===== config.mk =====
export PLATFORM = sky130hd
export DESIGN_NAME = button_link_retry_backoff_core
export DESIGN_NICKNAME = d
export VERILOG_FILES = /design/src/design/blrb_pkg.sv /design/src/design/blrb_cfg.sv /design/src/design/blrb_step.sv /design/src/design/button_link_retry_backoff_core.sv
export VERILOG_INCLUDE_DIRS = /design/src /design/src/design
export SDC_FILE = /design/constraint.sdc
export NUM_CORES = 1
export LEC_CHECK = 0
export BUFFER_PORTS_ARGS = -buffer_cell sky130_fd_sc_hd__buf_2
export CAP_MARGIN = 10
export CELL_PAD_IN_SITES_DETAIL_PLACEMENT = 0
export CELL_PAD_IN_SITES_GLOBAL_PLACEMENT = 1
export CORE_MARGIN = 10
export CORE_UTILIZATION = 35
export DETAILED_ROUTE_END_ITERATION = 6
export PLACE_DENSITY = 0.72
export SLEW_MARGIN = 5
export SYNTH_ARGS = -nofsm -noshare
export SYNTH_HDL_FRONTEND = slang
export SYNTH_SLANG_ARGS = --single-unit

===== constraint.sdc =====
create_clock -name clk -period 8.2 [get_ports clk]
set_input_delay 1.64 -clock clk [delete_from_list [all_inputs] [get_ports clk]]
set_output_delay 1.64 -clock clk [all_outputs]
set_load 0.02 [all_outputs]

===== src/design/button_link_retry_backoff_core_assert.svh =====
`ifndef BUTTON_LINK_RETRY_BACKOFF_CORE_ASSERT_SVH
`define BUTTON_LINK_RETRY_BACKOFF_CORE_ASSERT_SVH

// same-cycle implication, off during reset
`define BLRB_ASSERT_NOW(label, clk, rst_n, ante, cons) \
    label: assert property (@(posedge clk) disable iff (!rst_n) (ante) |-> (cons)) \
        else $error("assertion failed");

// next-cycle implication, off during reset
`define BLRB_ASSERT_NEXT(label, clk, rst_n, ante, cons) \
    label: assert property (@(posedge clk) disable iff (!rst_n) (ante) |=> (cons)) \
        else $error("assertion failed");

`endif


===== src/design/blrb_pkg.sv =====
package blrb_pkg;

    localparam logic [1:0] CMD_BUTTON = 2'd0;
    localparam logic [1:0] CMD_IRQ    = 2'd1;
    localparam logic [1:0] CMD_TICK   = 2'd2;

    localparam logic [2:0] REG_TICK_STEP     = 3'd0;
    localparam logic [2:0] REG_KEEPALIVE     = 3'd1;
    localparam logic [2:0] REG_RETRY_LIMIT   = 3'd2;
    localparam logic [2:0] REG_FIRST_BACKOFF = 3'd3;
    localparam logic [2:0] REG_MAX_BACKOFF   = 3'd4;

    localparam logic [7:0]  TICK_STEP_RESET     = 8'd10;
    localparam logic [15:0] KEEPALIVE_RESET     = 16'd1000;
    localparam logic [7:0]  RETRY_LIMIT_RESET   = 8'd3;
    localparam logic [15:0] FIRST_BACKOFF_RESET = 16'd10;
    localparam logic [15:0] MAX_BACKOFF_RESET   = 16'd1000;

    localparam logic [7:0] FAIL_COUNT_MAX = 8'd255;

    localparam int IRQ_MAX_RT_BIT = 4;
    localparam int IRQ_TX_OK_BIT  = 5;

    localparam logic [1:0] MODE_CODE_IDLE    = 2'd0;
    localparam logic [1:0] MODE_CODE_SENDING = 2'd1;
    localparam logic [1:0] MODE_CODE_WAIT    = 2'd2;

    typedef enum logic [2:0] {
        MODE_IDLE    = 3'b001,
        MODE_SENDING = 3'b010,
        MODE_WAIT    = 3'b100
    } mode_t;

    typedef struct packed {
        logic [7:0]  tick_step_ms;
        logic [15:0] keepalive_ms;
        logic [7:0]  retry_limit;
        logic [15:0] first_backoff_ms;
        logic [15:0] max_backoff_ms;
    } cfg_t;

    typedef struct packed {
        mode_t       mode;
        logic [15:0] elapsed_ms;
        logic [15:0] backoff_ms;
        logic [7:0]  current_buttons;
        logic [7:0]  inflight_buttons;
        logic [7:0]  acked_buttons;
        logic        acked_valid;
        logic [7:0]  fail_count;
        logic        indicator;
    } link_state_t;

    typedef struct packed {
        logic       send;
        logic [7:0] payload;
        logic       flush_tx;
        logic       clear_irq;
        logic       indicator;
        logic [1:0] mode;
    } result_t;

    typedef struct packed {
        logic [1:0] command;
        logic [7:0] buttons;
        logic [7:0] irq_status;
    } item_t;

endpackage


===== src/design/blrb_cfg.sv =====
module blrb_cfg (
    input  logic               clk,
    input  logic               rst_n,
    input  logic               cfg_we,
    input  logic [2:0]         cfg_index,
    input  logic [15:0]        cfg_data,
    output blrb_pkg::cfg_t     cfg
);
    import blrb_pkg::*;

    cfg_t cfg_reg;

    always_ff @(posedge clk or negedge rst_n)
    begin
        if (!rst_n)
        begin
            cfg_reg.tick_step_ms     <= TICK_STEP_RESET;
            cfg_reg.keepalive_ms     <= KEEPALIVE_RESET;
            cfg_reg.retry_limit      <= RETRY_LIMIT_RESET;
            cfg_reg.first_backoff_ms <= FIRST_BACKOFF_RESET;
            cfg_reg.max_backoff_ms   <= MAX_BACKOFF_RESET;
        end
        else if (cfg_we)
        begin
            unique case (cfg_index)
                REG_TICK_STEP:     cfg_reg.tick_step_ms     <= cfg_data[7:0];
                REG_KEEPALIVE:     cfg_reg.keepalive_ms     <= cfg_data;
                REG_RETRY_LIMIT:   cfg_reg.retry_limit      <= cfg_data[7:0];
                REG_FIRST_BACKOFF: cfg_reg.first_backoff_ms <= cfg_data;
                REG_MAX_BACKOFF:   cfg_reg.max_backoff_ms   <= cfg_data;
                default:
                begin
                end
            endcase
        end
    end

    assign cfg = cfg_reg;

endmodule


===== src/design/blrb_step.sv =====
module blrb_step (
    input  blrb_pkg::item_t       item,
    input  blrb_pkg::cfg_t        cfg,
    input  blrb_pkg::link_state_t state,
    output blrb_pkg::link_state_t state_next,
    output blrb_pkg::result_t     result
);
    import blrb_pkg::*;

    logic [7:0]  fail_inc;
    logic [16:0] backoff_dbl;
    logic [15:0] backoff_capped;
    logic [15:0] elapsed_inc;

    assign fail_inc = (state.fail_count == FAIL_COUNT_MAX) ? FAIL_COUNT_MAX
                                                          : state.fail_count + 8'd1;
    assign backoff_dbl = {state.backoff_ms, 1'b0};
    assign backoff_capped = (backoff_dbl > {1'b0, cfg.max_backoff_ms}) ? cfg.max_backoff_ms
                                                                       : backoff_dbl[15:0];
    assign elapsed_inc = state.elapsed_ms + {8'd0, cfg.tick_step_ms};

    always_comb
    begin
        logic do_send;
        logic fresh;
        logic [7:0] send_byte;

        state_next = state;
        do_send = 1'b0;
        fresh = 1'b0;
        send_byte = state.current_buttons;
        result.flush_tx = 1'b0;
        result.clear_irq = 1'b0;

        unique case (item.command)
            CMD_BUTTON:
            begin
                state_next.current_buttons = item.buttons;
                send_byte = item.buttons;
                if ((state.mode == MODE_IDLE || state.mode == MODE_WAIT) &&
                    (!state.acked_valid || item.buttons != state.acked_buttons))
                begin
                    do_send = 1'b1;
                    fresh = 1'b1;
                end
            end
            CMD_IRQ:
            begin
                state_next.indicator = 1'b0;
                result.clear_irq = 1'b1;
                if (item.irq_status[IRQ_MAX_RT_BIT])
                begin
                    result.flush_tx = 1'b1;
                    state_next.acked_valid = 1'b0;
                    state_next.fail_count = fail_inc;
                    if (fail_inc < cfg.retry_limit)
                    begin
                        do_send = 1'b1;
                    end
                    else
                    begin
                        state_next.backoff_ms = (fail_inc == cfg.retry_limit)
                                                ? cfg.first_backoff_ms : backoff_capped;
                        state_next.mode = MODE_WAIT;
                        state_next.elapsed_ms = 16'd0;
                    end
                end
                else if (item.irq_status[IRQ_TX_OK_BIT])
                begin
                    state_next.acked_buttons = state.inflight_buttons;
                    state_next.acked_valid = 1'b1;
                    if (state.current_buttons != state.inflight_buttons)
                    begin
                        do_send = 1'b1;
                        fresh = 1'b1;
                    end
                    else
                    begin
                        state_next.mode = MODE_IDLE;
                        state_next.elapsed_ms = 16'd0;
                    end
                end
            end
            CMD_TICK:
            begin
                state_next.elapsed_ms = elapsed_inc;
                if (state.mode == MODE_IDLE && elapsed_inc > cfg.keepalive_ms)
                begin
                    do_send = 1'b1;
                    fresh = 1'b1;
                end
                else if (state.mode == MODE_WAIT && elapsed_inc >= state.backoff_ms)
                begin
                    do_send = 1'b1;
                end
            end
            default:
            begin
            end
        endcase

        if (do_send)
        begin
            state_next.mode = MODE_SENDING;
            state_next.elapsed_ms = 16'd0;
            state_next.indicator = 1'b1;
            state_next.inflight_buttons = send_byte;
            if (fresh)
            begin
                state_next.fail_count = 8'd0;
            end
        end

        result.send = do_send;
        result.payload = do_send ? send_byte : 8'd0;
        result.indicator = state_next.indicator;
        unique case (state_next.mode)
            MODE_IDLE:    result.mode = MODE_CODE_IDLE;
            MODE_SENDING: result.mode = MODE_CODE_SENDING;
            MODE_WAIT:    result.mode = MODE_CODE_WAIT;
            default:      result.mode = MODE_CODE_IDLE;
        endcase
    end

endmodule


===== src/design/button_link_retry_backoff_core.sv =====
// an accepted item is held in the input register; its result is then registered in the output register
// throughput: one item per cycle while results are taken, set by the combinational step logic
// while a result waits, the input register takes one more item, then in_ready drops
// until the result is taken
// reset: rst_n, asynchronous active low, clears the link state, both valid flags and
// returns the configuration registers to their defaults
`include "button_link_retry_backoff_core_assert.svh"

module button_link_retry_backoff_core (
    input  logic        clk,
    input  logic        rst_n,
    input  logic        cfg_we,
    input  logic [2:0]  cfg_index,
    input  logic [15:0] cfg_data,
    input  logic        in_valid,
    output logic        in_ready,
    input  logic [1:0]  command,
    input  logic [7:0]  buttons,
    input  logic [7:0]  irq_status,
    output logic        out_valid,
    input  logic        out_ready,
    output logic        send,
    output logic [7:0]  payload,
    output logic        flush_tx,
    output logic        clear_irq,
    output logic        indicator,
    output logic [1:0]  mode
);
    import blrb_pkg::*;

    cfg_t        cfg;
    item_t       item_reg;
    logic        item_valid_reg;
    link_state_t state_reg;
    link_state_t state_next;
    result_t     result_next;
    result_t     result_reg;
    logic        result_valid_reg;
    logic        advance;

    blrb_cfg u_cfg (
        .clk       (clk),
        .rst_n     (rst_n),
        .cfg_we    (cfg_we),
        .cfg_index (cfg_index),
        .cfg_data  (cfg_data),
        .cfg       (cfg)
    );

    blrb_step u_step (
        .item       (item_reg),
        .cfg        (cfg),
        .state      (state_reg),
        .state_next (state_next),
        .result     (result_next)
    );

    assign advance  = item_valid_reg && (!result_valid_reg || out_ready);
    assign in_ready = !item_valid_reg || advance;

    always_ff @(posedge clk or negedge rst_n)
    begin
        if (!rst_n)
        begin
            item_valid_reg <= 1'b0;
        end
        else if (in_ready)
        begin
            item_valid_reg <= in_valid;
        end
    end

    always_ff @(posedge clk)
    begin
        if (in_valid && in_ready)
        begin
            item_reg.command    <= command;
            item_reg.buttons    <= buttons;
            item_reg.irq_status <= irq_status;
        end
    end

    always_ff @(posedge clk or negedge rst_n)
    begin
        if (!rst_n)
        begin
            state_reg.mode             <= MODE_IDLE;
            state_reg.elapsed_ms       <= 16'd0;
            state_reg.backoff_ms       <= 16'd0;
            state_reg.current_buttons  <= 8'd0;
            state_reg.inflight_buttons <= 8'd0;
            state_reg.acked_buttons    <= 8'd0;
            state_reg.acked_valid      <= 1'b0;
            state_reg.fail_count       <= 8'd0;
            state_reg.indicator        <= 1'b0;
            result_valid_reg           <= 1'b0;
        end
        else
        begin
            if (advance)
            begin
                state_reg <= state_next;
                result_valid_reg <= 1'b1;
            end
            else if (out_ready)
            begin
                result_valid_reg <= 1'b0;
            end
        end
    end

    always_ff @(posedge clk)
    begin
        if (advance)
        begin
            result_reg <= result_next;
        end
    end

    assign out_valid = result_valid_reg;
    assign send      = result_reg.send;
    assign payload   = result_reg.payload;
    assign flush_tx  = result_reg.flush_tx;
    assign clear_irq = result_reg.clear_irq;
    assign indicator = result_reg.indicator;
    assign mode      = result_reg.mode;

    `BLRB_ASSERT_NOW(a_send_sets_mode, clk, rst_n, out_valid && send,
                     indicator && mode == MODE_CODE_SENDING)
    `BLRB_ASSERT_NOW(a_flush_on_irq, clk, rst_n, out_valid && flush_tx,
                     clear_irq && indicator == send)
    `BLRB_ASSERT_NOW(a_payload_idle_zero, clk, rst_n, out_valid && !send, payload == 8'd0)
    `BLRB_ASSERT_NEXT(a_stalled_item_held, clk, rst_n, item_valid_reg && !advance,
                      item_valid_reg && $stable(item_reg))
    `BLRB_ASSERT_NEXT(a_advance_gives_result, clk, rst_n, advance, result_valid_reg)

endmodule


==> metrics.txt, run 1 <==
status=finished, final reports clean; sequential share of the synthesized area=0.470; Inst Count DP=1248; RSZ-0062 raised after global routing=no; post_cts resized=0; Post-Layout Cell Count=1280; CP Data Arrival Time=5.84 ns; GPL Wtd Cong=0.765; Nets=1044; Worst Reg2Reg Path Length in Cells=17; First-pass DRT Iterations=5; GRT Util Overall=0.135; Max FO, Critical Path=14; max reg flops=69; worst-path cell chain=ha_1 -> a21oi_1 -> nor2b_1 -> o21a_1 -> o31a_1 -> o41ai_1 -> nor2b_1 -> xor2_1 -> ha_1 -> nand4_1 -> or4_1 -> o21ai_0 -> o21ai_2 -> a311oi_2 -> buf_4 -> a211o_1 -> mux2i_1; core area=0.0251 mm2; met3 Track Usage GR=0.0281; RR Startpoint=u_cfg.cfg[57]; Detailed Route WL=21700 um; CTS tree=built; Worst Setup Start Kind=register; Netlist Area Pre-Place=0.00891 mm2; maximum vdd drop=0.000143 V; Critical Path RT=8.56 ns; FP Rows=58; CTS Sinks=161; worst-case clock buffer depth=2; ys async rst share=0.839; Top FF cell, synth=dfrtp_1; Final period util=0.669; Ys Warns=0; met2 usage=0.207; Syn-to-layout area delta=13.7%; worst skew pair latency=0.44 ns; port bufs=51; slowest stage delay, CP=0.77 ns; Pwr Total=2.72 mW; Setup Crit Path Kind=reg2reg; vias in the first global route=6679; Fin Clk Skew=0.0135 ns; Residual DRC=0; Die ar.=0.0322 mm2; WP buf/inv=1; vias per cell=5.26; commonest non-fill, non-tap cell in the layout=dfrtp_1; worst r2r dst=state_reg[19]; Cells after Synth=894; Num CTS Buffers=17; Setup Buffers After CTS=0; first-pass GRT wire length=36200 um; worst hold path type=reg2reg; Hold Path Sink=state_reg[9]; Setup-failing EPs final=0; min-delay src=state_reg[9]; DRT antenna net count=0; hold path cells=2; Critical Path Sink Type=register; critical path's slowest cell=o41ai_1; antenna violations before repair=0; Lkg Pwr=4.51 nW; Post-synth EDFFs=26; GRT overflow=0; max-cap violations=0; GRT met1 Usage=0.190; minimum clock period after layout=5.48 ns; largest delay contributor family on the critical path=compound AO/OA/AOI/OAI gates; Starting DRT DRC Count=445; IO Count=58; DR WL/cell=17.0 um; DPL Wire Length=15100 um; Post-Syn Nets=1001; Final Hold Viols=0; most frequent cells in the layout=dfrtp_1 (116), nand2_1 (113), inv_1 (74); Worst-path clk slew=0.07 ns; FF+latch count, synth=161; Initial Util=0.355; relative slew slack=0.269; Synth cell types=61; Setup TNS=0 ns; Root Driver=clkbuf_16; fin area=0.0101 mm2; Post-Place Cell Area=0.00951 mm2; Fmax achieved=0.182 GHz; post-cts hold buffer count=0; Slew Viols, Final=0; Slew @ Worst Pin=1.09 ns; Most Used Layer, Global Route=met2; largest net degree at the start of global routing=84; Mapped Avg Cell Area=9.96 um2; Die H=180 um; vias=6728; layout cell share with drive strength beyond 1=0.167; Worst R2R Setup Slack=2.72 ns; CTS H-tree lvls=4; PwrDens=268 mW/mm2; Die W=180 um; # diodes=0
[through the flow]
step / hold slack (ns) / utilization / setup WS [ns]
after CTS: 0.496 / 0.403 / 2.72
final: 0.495 / 0.403 / 2.72
after floorplan: 0.445 / - / 3.86
after global routing: 0.520 / 0.403 / 2.29
after detailed placement: 0.477 / 0.379 / 2.74
after global placement: 0.467 / 0.379 / 2.80
[metal layers]
metal / vias up / routed length (um)
met2: 132 / 9450
met4: 0 / 321
met1: 3276 / 11200
met3: 23 / 799
met5: - / 0
li1: 3297 / -
[cells by family after synthesis]
| logic type | count (synthesis) | synth area share |
|---|---|---|
| multiplexers | 42 | 0.0518 |
| flip-flops | 161 | 0.470 |
| AND/OR/NAND/NOR | 258 | 0.142 |
| adder cells (fa/ha/maj) | 65 | 0.0922 |
| buffers and inverters | 112 | 0.0495 |
| XOR/XNOR | 30 | 0.0295 |
| AO/OA/AOI/OAI | 226 | 0.165 |
[Yosys cell counts, types with 21 or more instances]
master    instances  area, um2
dfrtp_1         116       2900
nand2_1         113        424
inv_1            74        278
ha_1             64        801
o21ai_0          64        320
a21oi_1          53        265
nor3_1           35        175
mux2_2           33        372
clkbuf_1         29        109
edfxtp_1         26        781
xnor2_1          24        210
nor2_1           21       78.8
[area by class of cell]
type	instances	area [um2]
Clock buffer	17	425
Inverter	75	282
Multi-Input combinational cell	621	4300
Tap cell	330	413
Clock inverter	15	191
Sequential cell	161	4180
Timing Repair Buffer	61	337
Fill cell	2515	15000
[worst min-delay path, delay by kind of cell, from the launching register on]
kind             cells  cell delay, ns
and+or+nand+nor      2            0.10
DFF                  1            0.36
[worst max-delay path by stage]
stage,startpoint,endpoint,depth (start not counted)
floorplan,u_cfg.cfg[57],state_reg[63],18
global placement,u_cfg.cfg[57],state_reg[67],17
detailed placement,u_cfg.cfg[57],state_reg[22],17
CTS,u_cfg.cfg[57],state_reg[19],17
global route,u_cfg.cfg[57],state_reg[67],17
finish,u_cfg.cfg[57],state_reg[19],17
[power by group]
group          switching (mW)  internal (mW)  total (mW)
Sequential             0.0990          0.977        1.08
Clock                   0.391          0.440       0.831
Combinational           0.465          0.345       0.810
Power figures use the tool's default switching activity.
==> run 2, diff against run 1 <==
- clock period: 8.2 -> 5.3 ns (I/O delays scaled with it)
==> run 2 against run 1 <==
Final area grew 0.25%. Largest power group unchanged. Clock-buffer cell count stayed put. Global-route usage increased by 0.21 points. Largest cell class unchanged.
==> metrics.txt, run 2 (same netlist as run 1, synthesis figures left out) <==
GPL Wtd Cong=0.784; worst-case clock buffer depth=2; commonest non-fill, non-tap cell in the layout=dfrtp_1; Num CTS Buffers=17; DPL Wire Length=15500 um; worst hold path type=reg2reg; port bufs=51; core area=0.0251 mm2; relative slew slack=0.256; Starting DRT DRC Count=500; vias=6667; post-cts hold buffer count=0; Die W=180 um; post_cts resized=0; Final Hold Viols=0; Fmax achieved=0.200 GHz; most frequent cells in the layout=dfrtp_1 (116), nand2_1 (113), inv_1 (74); CTS tree=built; status=finished, final reports clean; DRT antenna net count=0; GRT Util Overall=0.138; Fin Clk Skew=0.0212 ns; max reg flops=69; CTS Sinks=161; fin worst setup slack=0.311 ns; Layout fillers=2524; Detailed Route WL=21900 um; PwrDens=413 mW/mm2; vias per cell=5.20; Syn-to-layout area delta=14.0%; minimum clock period after layout=4.99 ns; DR WL/cell=17.1 um; CP Data Arrival Time=5.32 ns; worst skew pair latency=0.44 ns; first-pass GRT wire length=36900 um; Initial Util=0.355; vias in the first global route=6755; Hold Path Sink=state_reg[9]; Critical Path RT=5.63 ns; Residual DRC=0; min-delay src=state_reg[9]; RR Startpoint=u_cfg.cfg[57]; Root Driver=clkbuf_16; Setup Buffers After CTS=0; RSZ-0062 raised after global routing=no; largest net degree at the start of global routing=54; Setup-failing EPs final=0; antenna violations before repair=0; Worst Setup Start Kind=register; hold path cells=2; Nets=1047; IO Count=58; Die ar.=0.0322 mm2; Worst Reg2Reg Path Length in Cells=18; Die H=180 um; CTS H-tree lvls=4; Slew Viols, Final=0; GRT overflow=0; layout cell share with drive strength beyond 1=0.170; maximum vdd drop=0.000173 V; Max FO, Critical Path=15; Slew @ Worst Pin=1.11 ns; pre-CTS setup slack=0.301 ns; FP Rows=58; # diodes=0; worst r2r dst=state_reg[60]; Setup TNS=0 ns; Worst-path clk slew=0.08 ns; First-pass DRT Iterations=5; Critical Path Sink Type=register; max-cap violations=0; Lkg Pwr=4.52 nW; Worst R2R Setup Slack=0.31 ns; Final period util=0.941; Pwr Total=4.19 mW; Setup Crit Path Kind=reg2reg
## run 2: cell types whose count changed in the layout (fill, tap and decap cells not counted), sizes merged
| cell | change |
|---|---|
| inv | +4 |
| buf | +3 |
| clkinv | -2 |
| bufinv | -1 |
| clkinvlp | -1 |
## run 2: stage by stage
stage / utilization / std cells / area, um2 / hold WS [ns]
after CTS: 0.404 / 1283 / 10200 / 0.487
final: 0.404 / 1283 / 10200 / 0.490
after global placement: 0.380 / 1251 / 9530 / 0.469
after floorplan: - / 894 / 8910 / 0.445
after detailed placement: 0.380 / 1251 / 9530 / 0.469
after global routing: 0.404 / 1283 / 10200 / 0.519
## run 2: layout make-up
| type | instances | area (um2) | area share |
|---|---|---|---|
| Sequential cell | 161 | 4180 | 0.412 |
| Tap cell | 330 | 413 | 0.0407 |
| Clock buffer | 17 | 425 | 0.0419 |
| Multi-Input combinational cell | 621 | 4300 | 0.423 |
| Timing Repair Buffer | 64 | 359 | 0.0354 |
| Clock inverter | 15 | 194 | 0.0191 |
| Inverter | 75 | 282 | 0.0277 |
## run 2: how the worst max path moves through the flow
stage | from | to | slack (ns) | cells past startpoint
after floorplan | u_cfg.cfg[57] | state_reg[63] | 0.96 | 18
after global placement | u_cfg.cfg[57] | state_reg[59] | 0.37 | 18
after detailed placement | u_cfg.cfg[57] | state_reg[59] | 0.30 | 18
after CTS | u_cfg.cfg[57] | state_reg[59] | 0.29 | 18
after global routing | u_cfg.cfg[56] | state_reg[53] | 0.03 | 18
final | u_cfg.cfg[57] | state_reg[60] | 0.31 | 18
## run 2: where the power goes
part	internal (mW)	switching, mW
Clock	0.654	0.636
Combinational	0.538	0.699
Sequential	1.51	0.152
Total	2.70	1.49
## run 2: layer usage
layer  vias to the layer above  wire, um  global-route usage
met5                         -         0                   0
met4                         0       199              0.0318
met3                        12       579              0.0243
met2                        98      9790               0.212
met1                      3243     11400               0.196
li1                       3314         -                   -
## run 2: worst max-delay path, stage by stage (launching register included)
cell	delay (ns)
dfstp_2	0.54
ha_1	0.22
a21oi_1	0.13
nor2b_1	0.08
o21a_1	0.20
o31a_1	0.29
o41ai_1	0.29
buf_4	0.20
nand2b_1	0.16
xnor2_1	0.15
ha_1	0.35
nand4_1	0.18
or4_1	0.58
a21o_1	0.19
o211a_2	0.13
o21a_1	0.21
a31o_1	0.19
a21o_1	0.39
a221o_1	0.43
